--- src/rtl/assert_macros.svh ---
// Assertion macros used by the top level; clock clk, synchronous reset rst.
`ifndef ASSERT_MACROS_SVH
`define ASSERT_MACROS_SVH

// Same-cycle implication.
`define ASSERT_IMP(label, ante, cons, msg) \
  label: assert property (@(posedge clk) disable iff (rst) (ante) |-> (cons)) \
    else $error(msg);

// Next-cycle implication.
`define ASSERT_NXT(label, ante, cons, msg) \
  label: assert property (@(posedge clk) disable iff (rst) (ante) |=> (cons)) \
    else $error(msg);

`endif

--- src/rtl/pum_ram.sv ---
// Generic single-write, single-read synchronous RAM with registered read data.
module pum_ram #(
  parameter int WIDTH = 8,
  parameter int DEPTH = 16
) (
  input  logic                     clk,
  input  logic                     we,
  input  logic [$clog2(DEPTH)-1:0] waddr,
  input  logic [WIDTH-1:0]         wdata,
  input  logic                     re,
  input  logic [$clog2(DEPTH)-1:0] raddr,
  output logic [WIDTH-1:0]         rdata
);

  logic [WIDTH-1:0] mem [DEPTH];

  always_ff @(posedge clk) begin
    if (we) begin
      mem[waddr] <= wdata;
    end
  end

  // Read before write on a same-address collision.
  always_ff @(posedge clk) begin
    if (re) begin
      rdata <= mem[raddr];
    end
  end

endmodule

--- config.mk ---
export PLATFORM = sky130hd
export DESIGN_NAME = pum_ram
export DESIGN_NICKNAME = d
export VERILOG_FILES = /design/src/rtl/assert_macros.svh /design/src/rtl/pum_ram.sv
export SDC_FILE = /design/constraint.sdc
export NUM_CORES = 1
export LEC_CHECK = 0
export BUFFER_PORTS_ARGS = -buffer_cell sky130_fd_sc_hd__buf_2
export CAP_MARGIN = 20
export CORE_ASPECT_RATIO = 0.7
export CORE_UTILIZATION = 33
export CTS_BUF_LIST = sky130_fd_sc_hd__clkbuf_8
export DETAILED_ROUTE_END_ITERATION = 10
export PLACE_DENSITY = 0.47
export SYNTH_ARGS = -nofsm -noshare
export SYNTH_HDL_FRONTEND = slang
export SYNTH_SLANG_ARGS = --single-unit
--- constraint.sdc ---
create_clock -name clk -period 5.7 [get_ports clk]
set_clock_uncertainty 0.1 [all_clocks]
set_input_delay 1.14 -clock clk [delete_from_list [all_inputs] [get_ports clk]]
set_output_delay 1.14 -clock clk [all_outputs]
set_load 0.02 [all_outputs]
# --- Word level (Yosys, flattened, before mapping) ---
# Memories as Yosys holds them, arrays and structs flattened. A register that Yosys moved wholly into a read port is not among the register bits.
# Index checks and enable logic that the tools add are counted.
totals:
  wordCells: 3
  ramBits: 128
  input_bits: 19
  mem_count: 1
  out_inout_bits: 8
  regBits: 0
memory_table:
  columns: ["memory", "words", "width", "rd", "rd_clocked_by_memory_dff", "wr", "line", "text"]
  rows:
  - ["mem", 16, 8, 1, 1, 1, "pum_ram.sv:15", "logic [WIDTH-1:0] mem [DEPTH];"]
classes:
  mux: 2
ops:
  columns: ["cell", "count"]
  rows:
  - ["1-bit two-way mux", 2]

# --- Longest topological paths before layout ---
logic_depth:
  depth_word: 2
  mapped_depth: 5

# --- Least setup slack after synthesis ---
# Ideal clock, no wire load.
synth_timing:
  kind: "input to register"
  from: "input port waddr[2]"
  to: "memory mem[0][0], enable pin"
  required_ps: 5217
  cell_stages: 2
  setup_ps: 383
  n_path_buf: 0
  setup_slack_ps: 2967
  arrival_ps: 2250
  cell_sequence: "or3b_2 > nor3_1"
synth_rtl:
  columns: ["element", "line", "text"]
  rows:
  - ["from (decl)", "pum_ram.sv:8", "input logic [$clog2(DEPTH)-1:0] waddr,"]
  - ["to (decl)", "pum_ram.sv:15", null]
# No word-level cell before the write port.

==> results.json <==
{
  "status": "finished, violations left",
  "track_usage_pct": 14.60,
  "tns_ns": 0,
  "violations": "design-rule violations",
  "hold_buffers": 0,
  "rows": 38,
  "synthesis.nets": 248,
  "gp_congestion": 0.6720,
  "dieArea_um2": 16360,
  "n_antenna_cell": 0,
  "dr.pass1.iters": 7,
  "clkTransAtPathRegs_ns": 0.07,
  "power_switching_uw": 439.3,
  "ir_drop_uv": 139.0,
  "p_clk_share_pct": 40.2,
  "ios": 27,
  "grt_pass1_wl_um": 16190,
  "clk_path_buf_depth": 2,
  "drtIter0Drc": 176,
  "ant_nets": 0,
  "core_um2": 15500,
  "cts_tree": "done",
  "path_cells": "buf_2 -> buf_4 -> mux4_1 -> a22oi_1 -> nand2_1",
  "layout.cells.non_filler": 481,
  "syn_inst": 229,
  "vias_per_cell": 5.048,
  "syn-mean-instance-area_um2": 22.83,
  "finalCritPeriodShare_pct": 51.18,
  "syn_area_um2": 5228,
  "period_needed_ns": 2.917,
  "dpl.cell_count": 450,
  "wl_um": 11120,
  "cts_setup_buffers": 0,
  "syn2layout_area_growth_pct": 14.36,
  "cts-root-buf": "clkbuf_8",
  "path_delay_family": "buffers and inverters",
  "cts_resized": 0,
  "startpoint_type": "input port",
  "final_common_cell": "edfxtp_1",
  "synth_cell_type_count": 18,
  "criticalPathCategory": "in -> reg",
  "rsz0062_at_grt": "false",
  "die_x_um": 152.4,
  "grt_antenna_before_repair": 0,
  "start_util_pct": 33.73,
  "combPwrFrac_pct": 5.3,
  "cp_slowest_stage_delay_ns": 0.67,
  "seq_area_frac_synth_pct": 78.12,
  "finalPower_uw": 2075,
  "max_freq_ghz": 0.3428,
  "power_leakage_uw": 0.001943,
  "cp_slowest_cell": "mux4_1",
  "yosysWarnings": 0,
  "drv_slew": 0,
  "power_frac_seq_pct": 54.5,
  "layout.cells.most_common_list": "edfxtp_1, buf_2, mux4_2",
  "dpl_cell_area_um2": 5559,
  "drv_cap": 0,
  "ys_seq_elements": 136,
  "cts_made_buffers": 17,
  "finalSetupViolCount": 0,
  "crit_buf_inv": 2,
  "p_int_uw": 1636,
  "layout-drive-gt1-share_pct": 27.76,
  "clock_latency_ns": 0.43,
  "drc_errors": 1,
  "hpwl_um": 6944,
  "power_per_cell_area_nw_per_um2": 347.1,
  "htree_levels": 4,
  "required_ns": 5.77,
  "worst_setup_path_end_kind": "flip-flop",
  "avgRoutedWirePerCell_um": 23.12,
  "grt_overflow": 0,
  "hold_viol": 0,
  "slew_headroom_pct": 39.70,
  "first_global_vias": 2421,
  "fin_nets": 288,
  "cp_data_arrival_time_ns": 2.99,
  "die_height_um": 107.3,
  "io_buffers": 26,
  "crit_fanout": 17,
  "clock-sinks": 136,
  "grt_max_degree": 33,
  "worst_pin_slew_ns": 0.9012,
  "design_area_um2": 5978,
  "vias": 2428,
  "hp-class": "reg -> reg",
  "p_sw_share_pct": 21.17
}
## logic make-up after synthesis
kind of cell	synth area share, %
AOI/OAI and AO/OA	2.298
muxes	14.79
buffers and inverters	1.651
and+or+nand+nor	3.136
DFF	78.12
## flip-flops by register name, summed over array words and instances (netlist names)
signal / cells
mem: 128
rdata: 8
## final timing paths
check,from,end,slack (ns),cells after the start
setup / recovery,raddr[0],rdata[0],2.78,5
hold / removal,mem[13][2],rdata[2],0.66,3
setup reg to reg,mem[9][1],rdata[1],4.06,3
hold reg to reg,mem[13][2],rdata[2],0.66,3
## power groups by stage
| stage | clock, uW | combinational, uW | sequential [uW] |
|---|---|---|---|
| final | 834 | 109 | 1130 |
| after global routing | 895 | 119 | 1130 |
| after CTS | 852 | 112 | 1130 |
| after detailed placement | 0 | 112 | 1150 |
| after global placement | 0 | 111 | 1150 |
| after floorplan | 0 | 56.9 | 1160 |
## tightest hold or removal path, cell delays in order, from the launching register on
cell and delay, ns:
edfxtp_1 0.32, mux4_2 0.22, a22oi_1 0.06, nand2_1 0.06
## cell usage after synthesis
cell type | count | area [um2]
edfxtp_1 | 136 | 4084
mux4_2 | 18 | 405.4
a22oi_1 | 16 | 120.1
mux4_1 | 14 | 367.9
nor2_1 | 13 | 48.80
nand2_1 | 9 | 33.78
nor3_1 | 4 | 20.02
buf_2 | 3 | 15.01
buf_6 | 3 | 33.78
clkdlybuf4s25_2 | 3 | 30.03
nand2b_1 | 2 | 12.51
nand3b_1 | 2 | 15.01
and2_1 | 1 | 6.260
and2b_1 | 1 | 7.510
buf_4 | 1 | 7.510
nand3_1 | 1 | 5.000
nor2b_1 | 1 | 6.260
or3b_2 | 1 | 8.760
## per-layer routing
metal	GRT usage (%)	wire length [um]	vias up
li1	-	-	1060
met1	21.93	5553	1296
met2	20.05	4712	66
met3	4.308	805	6
met4	4.834	50	0
met5	0	0	-
## per-stage QoR
stage	utilization, %	hold slack (ns)	setup WS, ns
2_1_floorplan	-	0.6048	2.967
3_3_place_gp	35.87	0.6448	2.262
3_5_place_dp	35.87	0.6447	2.276
4_1_cts	38.57	0.6621	2.743
5_1_grt	38.57	0.6824	2.630
6_report	38.57	0.6579	2.783
## area by class of cell
type                       instances  area [um2]
clock buffer                      17       234.0
sequential                       136        4084
clock inverter                    14       185.2
multi-input combinational         83        1057
tap                              200       250.2
fill                            1396        9522
timing repair buffer              31       167.7
No activity file was read; power rests on OpenSTA's default activity.
