`config.mk`:
```
export PLATFORM = sky130hd
export DESIGN_NAME = pum_cfg_flat
export DESIGN_NICKNAME = d
export VERILOG_FILES = /design/src/rtl/assert_macros.svh /design/src/rtl/pum_pkg.sv /design/src/rtl/pum_ifs.sv /design/src/rtl/pum_cfg.sv /design/src/flat_wrapper.sv
export SDC_FILE = /design/constraint.sdc
export NUM_CORES = 1
export LEC_CHECK = 0
export ABC_AREA = 0
export BUFFER_PORTS_ARGS = -buffer_cell sky130_fd_sc_hd__buf_2
export CAP_MARGIN = 30
export CORE_ASPECT_RATIO = 0.8
export CORE_MARGIN = 5
export CORE_UTILIZATION = 44
export DETAILED_ROUTE_END_ITERATION = 7
export GPL_ROUTABILITY_DRIVEN = 0
export MAX_ROUTING_LAYER = met4
export PLACE_DENSITY = 0.85
export SYNTH_ARGS = -nofsm -noshare
export SYNTH_HDL_FRONTEND = slang
export SYNTH_SLANG_ARGS = --single-unit
```
`constraint.sdc`:
```
create_clock -name clk -period 1.2 [get_ports clk]
set_clock_uncertainty 0.1 [all_clocks]
set_input_delay 0.18 -clock clk [delete_from_list [all_inputs] [get_ports clk]]
set_output_delay 0.18 -clock clk [all_outputs]
set_load 0.01 [all_outputs]
```
`src/rtl/assert_macros.svh`:
```
// Assertion macros used by the top level; clock clk, synchronous reset rst.
`ifndef ASSERT_MACROS_SVH
`define ASSERT_MACROS_SVH

// Same-cycle implication.
`define ASSERT_IMP(label, ante, cons, msg) \
  label: assert property (@(posedge clk) disable iff (rst) (ante) |-> (cons)) \
    else $error(msg);

// Next-cycle implication.
`define ASSERT_NXT(label, ante, cons, msg) \
  label: assert property (@(posedge clk) disable iff (rst) (ante) |=> (cons)) \
    else $error(msg);

`endif

```
`src/rtl/pum_pkg.sv`:
```
// Package of the per-user event rate monitor: sizes, codes, types and helpers.
package pum_pkg;

  localparam int USER_COUNT     = 1024;
  localparam int COUNT_BITS     = 16;
  localparam int ADDR_BITS      = $clog2(USER_COUNT);
  localparam int USER_BITS      = 10;
  localparam int KIND_BITS      = 2;
  localparam int LIMIT_BITS     = 16;
  localparam int TOTAL_BITS     = 16;
  localparam int CFG_INDEX_BITS = 2;
  localparam int CMP_BITS       = (COUNT_BITS > TOTAL_BITS) ? COUNT_BITS : TOTAL_BITS;

  localparam logic [LIMIT_BITS-1:0] MESSAGE_LIMIT_RESET    = LIMIT_BITS'(5);
  localparam logic [LIMIT_BITS-1:0] JOIN_LEAVE_LIMIT_RESET = LIMIT_BITS'(3);
  localparam logic [LIMIT_BITS-1:0] MENTION_LIMIT_RESET    = LIMIT_BITS'(10);

  typedef enum logic {
    FUNC_RECORD = 1'b0,
    FUNC_CHECK  = 1'b1
  } func_t;

  typedef enum logic [KIND_BITS-1:0] {
    KIND_JOIN    = 2'd0,
    KIND_LEAVE   = 2'd1,
    KIND_MESSAGE = 2'd2,
    KIND_MENTION = 2'd3
  } kind_t;

  typedef enum logic [CFG_INDEX_BITS-1:0] {
    CFG_MESSAGE_LIMIT    = 2'd0,
    CFG_JOIN_LEAVE_LIMIT = 2'd1,
    CFG_MENTION_LIMIT    = 2'd2
  } cfg_index_t;

  typedef logic [COUNT_BITS-1:0] count_t;
  typedef logic [LIMIT_BITS-1:0] limit_t;
  typedef logic [TOTAL_BITS-1:0] total_t;

  // One table word per user.
  typedef struct packed {
    logic   active;
    count_t message;
    count_t join_leave;
    count_t mention;
  } entry_t;

  typedef struct packed {
    limit_t message;
    limit_t join_leave;
    limit_t mention;
  } limits_t;

  // Saturating increment.
  function automatic count_t bump(count_t c);
    return (c == '1) ? c : count_t'(c + 1'b1);
  endfunction

  // Total as reported, clamped to the field.
  function automatic total_t report(count_t c);
    logic [CMP_BITS-1:0] w;
    w = CMP_BITS'(c);
    if (w > CMP_BITS'({TOTAL_BITS{1'b1}})) return '1;
    return TOTAL_BITS'(w);
  endfunction

  function automatic logic above(count_t c, limit_t lim);
    return CMP_BITS'(c) > CMP_BITS'(lim);
  endfunction

endpackage

```
`src/rtl/pum_ifs.sv`:
```


interface pum_cfg_if;
  import pum_pkg::*;
  logic                      valid;
  logic                      ready;
  logic [CFG_INDEX_BITS-1:0] index;
  logic [LIMIT_BITS-1:0]     data;
  modport source (output valid, index, data, input ready);
  modport sink   (input valid, index, data, output ready);
endinterface

```
`src/rtl/pum_cfg.sv`:
```
// Threshold registers written through the configuration channel.
module pum_cfg (
  input  logic              clk,
  input  logic              rst,
  pum_cfg_if.sink           cfg,
  output pum_pkg::limits_t  limits
);
  import pum_pkg::*;

  assign cfg.ready = 1'b1;

  always_ff @(posedge clk) begin
    if (rst) begin
      limits.message    <= MESSAGE_LIMIT_RESET;
      limits.join_leave <= JOIN_LEAVE_LIMIT_RESET;
      limits.mention    <= MENTION_LIMIT_RESET;
    end else if (cfg.valid && cfg.ready) begin
      case (cfg.index)
        CFG_MESSAGE_LIMIT:    limits.message    <= cfg.data;
        CFG_JOIN_LEAVE_LIMIT: limits.join_leave <= cfg.data;
        CFG_MENTION_LIMIT:    limits.mention    <= cfg.data;
        default: ;  // unmapped index, write dropped
      endcase
    end
  end

endmodule
```
`src/flat_wrapper.sv`:
```
// flat-port wrapper written by rule: the top's interface ports become plain ports
module pum_cfg_flat import pum_pkg::*;
  (clk, rst, limits, cfg_valid, cfg_index, cfg_data, cfg_ready);
  pum_cfg_if cfg_i ();
  input  logic clk;
  input  logic rst;
  output pum_pkg::limits_t limits;
  input wire logic [$bits(cfg_i.valid)-1:0] cfg_valid;
  input wire logic [$bits(cfg_i.index)-1:0] cfg_index;
  input wire logic [$bits(cfg_i.data)-1:0] cfg_data;
  output wire logic [$bits(cfg_i.ready)-1:0] cfg_ready;
  assign cfg_i.valid = cfg_valid;
  assign cfg_i.index = cfg_index;
  assign cfg_i.data = cfg_data;
  assign cfg_ready = cfg_i.ready;
  pum_cfg u_core (.clk(clk), .rst(rst), .cfg(cfg_i), .limits(limits));
endmodule
```
# After elaboration in Yosys (flattened, before gate mapping)
# Cells that the tools add are included.
dict set report classes {
  n_eq_ne 2
  n_reduce_logical 4
}
# cell n
set ops {}
lappend ops {{AND reduction 2 bit} 3}
lappend ops {{== test 2 x 1 -> 1 bit (second input constant)} 1}
lappend ops {{== test 2 bit (second input constant)} 1}
lappend ops {{logical NOT 2 bit} 1}
dict set report totals {
  ff_bits 48
  output_inout_bits 49
}

# Depth between registers and ports, before layout
# Gate-level depths: netlist of run 1.
dict set report logic_depth {
  word_depth 2
  depth_mapped 4
  depth_no_buf 2
}

# Least setup slack after synthesis of run 1
# OpenSTA, ideal clock, no wires.
dict set report synth_timing {
  path_type {input to register}
  from {input cfg_index[1]}
  to {register u_core.limits[37] (netlist name)}
  setup_time_ns 0.120
  t_arrival_ns 0.953
  setup_slack_ns 0.028
  path_stages 4
  cell_sequence {or3b_1 buf_6 buf_6 mux2i_1}
}
dict set report synth_via {
  elab_chain_cells 2
}
# item line
set synth_rtl {}
lappend synth_rtl {{start: declaration} flat_wrapper.sv:9} ;# input wire logic [$bits(cfg_i.index)-1:0] cfg_index;
lappend synth_rtl {{logical NOT 2 bit} pum_cfg.sv:18} ;# case (cfg.index)
lappend synth_rtl {{AND reduction 2 bit (no line)} n/a}
# No other way between the ends.
# A chain may end at the register's enable or synchronous reset.

# Worst setup path in the final report of run 1
dict set report layout_timing {
  from {register u_core.limits[37] (netlist name)}
  to {output limits[37] in the netlist's numbering}
}
# item line
set layout_lines {}
lappend layout_lines {{end: declaration} flat_wrapper.sv:7} ;# output pum_pkg::limits_t limits;
# No word-level cell between the ends.

==> results of run 1 <==
[Yosys cell counts]
cell	count	area, sq um
nand3b_1	2	15.0
clkbuf_1	6	22.5
mux2i_1	48	480
buf_4	1	7.51
nor2_1	10	37.5
nand2b_1	58	363
dfxtp_1	48	961
or3b_1	1	8.76
buf_2	4	20.0
buf_6	2	22.5
conb_1	1	3.75
and3b_1	2	17.5
[area by class of cell]
cell class	instances	area, sq um	area share (%)
sequential	48	961	38.2
tap	57	71.3	2.84
multi-input combinational	122	926	36.8
timing repair buffer	78	465	18.5
clock buffer	8	90.1	3.58
[final timing paths]
path,start,end,slack (ps),cells after the start
setup / recovery,u_core.limits[37]$_SDFFE_PP0P_,limits[37],130,1
hold / removal,cfg_data[0],u_core.limits[0]$_SDFFE_PP0P_,50,3
setup reg to reg,u_core.limits[4]$_SDFFE_PP0P_,u_core.limits[4]$_SDFFE_PP0P_,480,2
hold reg to reg,u_core.limits[9]$_SDFFE_PP0P_,u_core.limits[9]$_SDFFE_PP0P_,370,2
[routing by layer]
| metal | GRT usage, % | wire length, microns | vias up |
|---|---|---|---|
| li1 | - | - | 738 |
| met1 | 18.4 | 1940 | 648 |
| met2 | 23.4 | 1900 | 44 |
| met3 | 5.94 | 287 | 4 |
| met4 | 3.16 | 28 | 0 |
| met5 | - | 0 | - |
[logic make-up (layout without fill, tap and decap cells)]
family / Yosys count / after routing / share of synthesized area (%)
mux: 48 / 48 / 24.5
buf+inv: 13 / 86 / 3.70
flops: 48 / 48 / 49.0
simple gates: 73 / 73 / 22.5
other cells: 1 / 1 / 0.191
[metrics by stage]
stage | hold slack, ps | setup WS (ps) | util (%) | cell area [sq um]
finish | 52.0 | 125 | 59.1 | 2510
global route | 45.9 | 70.4 | 59.1 | 2510
CTS | 42.0 | 112 | 59.1 | 2510
detailed placement | 359 | -48.6 | 56.9 | 2420
global placement | 357 | -16.9 | 56.9 | 2420
floorplan | 232 | 27.9 | - | 1960
[where the power goes]
group          switching, uW  total [uW]  leakage, uW  internal (uW)
clock network            489         960    0.0000455            470
logic                    168         348     0.000837            180
registers               29.2        1680     0.000390           1650
total                    686        2990      0.00127           2300
[cells in the final DEF (no fill, tap or decap)]
cell type,synthesis,routed
buf_4,1,6
mux2i_1,48,48
and3b_1,2,2
buf_12,0,4
dfxtp_1,48,48
or3b_1,1,1
buf_2,4,68
nor2_1,10,10
nand2b_1,58,58
clkbuf_1,6,2
nand3b_1,2,2
clkbuf_8,0,6
conb_1,1,1
==> results by group, run 1 <==
Synth
  • Cell Area, Synth: 1960 sq um
  • Average size of a mapped cell: 10.7 sq um
  • Mapped Cells: 183
  • Warnings, synthesis: 0
  • Syn nets: 204
  • #FFs+latches synth: 48
  • Sequential share of the synthesized area: 49.0%
  • Unique masters post-synth: 12

Floorplanning
  • Starting Density: 46.0%
  • Core ar.: 4260 sq um
  • I/O pin count: 70
  • Die H: 69.7 microns
  • Num rows: 21
  • Area of the die: 5900 sq um
  • Die W: 84.6 microns

Global route
  • GRT Util Overall: 15.0%
  • Number of global-route vias before repair: 1468
  • Global-route wire length before repair: 6.96 mm
  • Largest net degree at the start of global routing: 69
  • Grt ovf: 0
  • Initial antenna violation count: 0

Clocking
  • Htree depth: 2
  • Worst-path clk slew: 80 ps
  • Clock Tree Buf Depth: 2
  • Post-CTS Hold Buffers: 0
  • Num Clock Sinks: 48
  • Setup Fix Bufs, Post-CTS: 0
  • CTS tree: done
  • Root Driver: clkbuf_8
  • Clock latency on the worst-skew pair: 290 ps
  • PostCTS Resize Cnt: 0
  • Inserted Clock Buffers: 5

Layout
  • Largest Register: u_core.limits
  • Fillers: 399
  • Share of layout cells above drive strength 1: 32.8%
  • Area grow syn2layout: 28.3%
  • Fin nets: 276
  • Largest regs: u_core.limits: 48 flops
  • Final non-filler cell total: 313
  • Largest register FFs: 48
  • Antenna Cells: 0

STA
  • Pins Over Slew Limit: 0
  • Number of setup violations in the final report: 0
  • Tmin final: 1070 ps
  • RSZ-0062 raised after global routing: no
  • Final Cycle Share: 89.6%
  • Final hold vios: 0
  • Final TNS setup: 0 ps
  • Max Fclk: 930 MHz

Routing
  • Pre-antenna DRT Iters: 4
  • WL/cell: 13.3 microns
  • Number of vias per cell: 4.58
  • Drt total wl: 4.16 mm
  • DRC viols: 0
  • Initial DRC count: 42
  • Via count: 1434
  • Antenna-violating nets left: 0

Worst setup path
  • Startpoint types: flip-flop
  • Worst Path Required: 920 ps
  • Critical Path Slowest Stage Cell: dfxtp_1
  • Worst setup EP type: output port
  • Buf/Inv on CP: 1
  • Critical Path Fanout Max: 2
  • Critical Path AT: 790 ps
  • Crit-path max cell delay: 360 ps
  • Crit-path leading delay family: flip-flops
  • Critical path class: flip-flop to output port
  • Cells along the critical path: buf_2

Power and ir drop
  • Maximum vdd drop: 519 uV
  • Leak: 0.00127 uW
  • Power density cells: 1190 nW/um^2
  • Total power: 2990 uW

Status
  • Run status: complete, no violations

Run
  • Max_cap viols: 0

Min path
  • HP Class: primary input to flip-flop

Place
  • Port bufs: 68
  • Dpl hpwl: 3.09 mm
  • Inst Count DP: 305
(Power assumes the default switching activity.)
==> run 2, diff against run 1 <==
--- a/config.mk
+++ b/config.mk
@@ -15,6 +15,7 @@
 export GPL_ROUTABILITY_DRIVEN = 0
 export MAX_ROUTING_LAYER = met4
 export PLACE_DENSITY = 0.85
+export REMOVE_ABC_BUFFERS = 1
 export SYNTH_ARGS = -nofsm -noshare
 export SYNTH_HDL_FRONTEND = slang
 export SYNTH_SLANG_ARGS = --single-unit
==> run 2 against run 1 <==
First-iteration DRC count up 62%. Critical path type unchanged. Clock power is 8.7% lower. Largest cell class unchanged. Sequential share of layout area grew 0.35 points. Critical path depth stayed put. Combinational power decreased by 1%. Non-clock buffer count is 2 higher. Cell count is 0.32% higher. Routed wire length shrank 5.2%. Sequential power about the same.
==> results by group, run 2 (synthesis gave the netlist of run 1 again) <==
Routing
  • Pre-antenna DRT Iters: 4
  • DRC viols: 0
  • Initial DRC count: 68
  • Antenna-violating nets left: 0
  • Drt total wl: 3.94 mm
  • WL/cell: 12.5 microns
  • Number of vias per cell: 4.54
  • Via count: 1427

Layout
  • Fin nets: 278
  • Most common cell after layout, fill and taps aside: buf_2
  • Most frequent cells in the layout: buf_2 (68), nand2b_1 (58), mux2i_1 (48), dfxtp_1 (48)
  • Largest register FFs: 48
  • Multi-input gate area: 926 sq um
  • Largest Register: u_core.limits
  • Share of layout cells above drive strength 1: 33.5%
  • Final Core Density: 58.5%
  • Antenna Cells: 0
  • Largest regs: u_core.limits: 48 flops
  • Area grow syn2layout: 27.1%
  • Fillers: 394
  • Storage cell area: 961 sq um

Worst setup path
  • Worst setup EP type: output port
  • Buf/Inv on CP: 1
  • Cells along the critical path: buf_2
  • Critical path class: flip-flop to output port
  • Critical Path Fanout Max: 2
  • Critical Path AT: 770 ps
  • Startpoint types: flip-flop
  • Critical Path Slowest Stage Cell: dfxtp_1
  • Crit-path max cell delay: 350 ps
  • Worst Path Required: 920 ps
  • Crit-path leading delay family: flip-flops

Run
  • Max_cap viols: 0

Floorplanning
  • Die W: 84.6 microns
  • Die H: 69.7 microns
  • Core ar.: 4260 sq um
  • I/O pin count: 70
  • Area of the die: 5900 sq um
  • Num rows: 21
  • Starting Density: 46.0%

Power and ir drop
  • Clock Power Share: 30.3%
  • Internal power: 2220 uW
  • Flop pwr share: 57.9%
  • Maximum vdd drop: 583 uV
  • Gate power share: 11.8%
  • Sw frac: 23.2%
  • Power density cells: 1160 nW/um^2
  • Sw power: 673 uW
  • Leak: 0.00127 uW
  • Total power: 2890 uW

STA
  • Max Fclk: 950 MHz
  • Setup ws final: 147 ps
  • Final hold vios: 0
  • Final TNS setup: 0 ps
  • Pins Over Slew Limit: 0
  • Tmin final: 1050 ps
  • Number of setup violations in the final report: 0
  • RSZ-0062 raised after global routing: no
  • Final Cycle Share: 87.7%
  • Hold_ws: 58.0 ps

Clocking
  • Clock latency on the worst-skew pair: 290 ps
  • Setup Fix Bufs, Post-CTS: 0
  • Num Clock Sinks: 48
  • PostCTS Resize Cnt: 0
  • Worst-path clk slew: 80 ps
  • Htree depth: 2
  • Post-CTS Hold Buffers: 0
  • Inserted Clock Buffers: 5
  • Root Driver: clkbuf_8
  • Clock Tree Buf Depth: 2
  • CTS tree: done

Global route
  • Grt ovf: 0
  • Global-route wire length before repair: 6.84 mm
  • Largest net degree at the start of global routing: 69
  • Number of global-route vias before repair: 1471
  • Initial antenna violation count: 0
  • GRT Util Overall: 14.4%

Min path
  • HP Class: primary input to flip-flop

Status
  • Run status: complete, no violations

Place
  • Port bufs: 68
  • Dpl hpwl: 2.92 mm
  • Setup Slack @ Placement: -36.0 ps
==> run 2: layout make-up <==
class / instances / share of cell area, %
Timing Repair Buffer: 80 / 18.3
Multi-Input combinational cell: 122 / 37.2
Tap cell: 57 / 2.86
Clock buffer: 6 / 2.91
Sequential cell: 48 / 38.6
Clock inverter: 1 / 0.201
==> run 2: path summary, 6_finish.rpt <==
path / to / cells past startpoint / startpoint / slack (ps)
max: limits[8] / 1 / u_core.limits[8]$_SDFFE_PP0P_ / 150
min: u_core.limits[33]$_SDFFE_PP0P_ / 3 / cfg_data[1] / 60
max reg2reg: u_core.limits[32]$_SDFFE_PP1P_ / 2 / u_core.limits[32]$_SDFFE_PP1P_ / 480
min reg2reg: u_core.limits[26]$_SDFFE_PP0P_ / 2 / u_core.limits[26]$_SDFFE_PP0P_ / 370
==> run 2: power by group through the flow <==
stage / combinational [uW] / clock, uW / sequential [uW]
floorplan: 145 / 0 / 1740
global placement: 341 / 0 / 1710
detailed placement: 347 / 0 / 1710
CTS: 348 / 912 / 1680
global route: 381 / 980 / 1680
finish: 343 / 876 / 1680
==> run 2: routing by layer <==
metal | track usage, % | part of all wire (%) | vias up
met5 | - | 0 | -
met4 | 3.16 | 0.53 | 0
met1 | 18.3 | 47 | 648
met2 | 22.0 | 46 | 38
met3 | 5.11 | 6.3 | 4
li1 | - | - | 737
==> run 2: through the flow <==
stage,instances,cell area [sq um]
2_1_floorplan,170,1890
3_5_place_dp,307,2410
5_1_grt,314,2490
4_1_cts,314,2490
6_report,314,2490
3_3_place_gp,307,2410
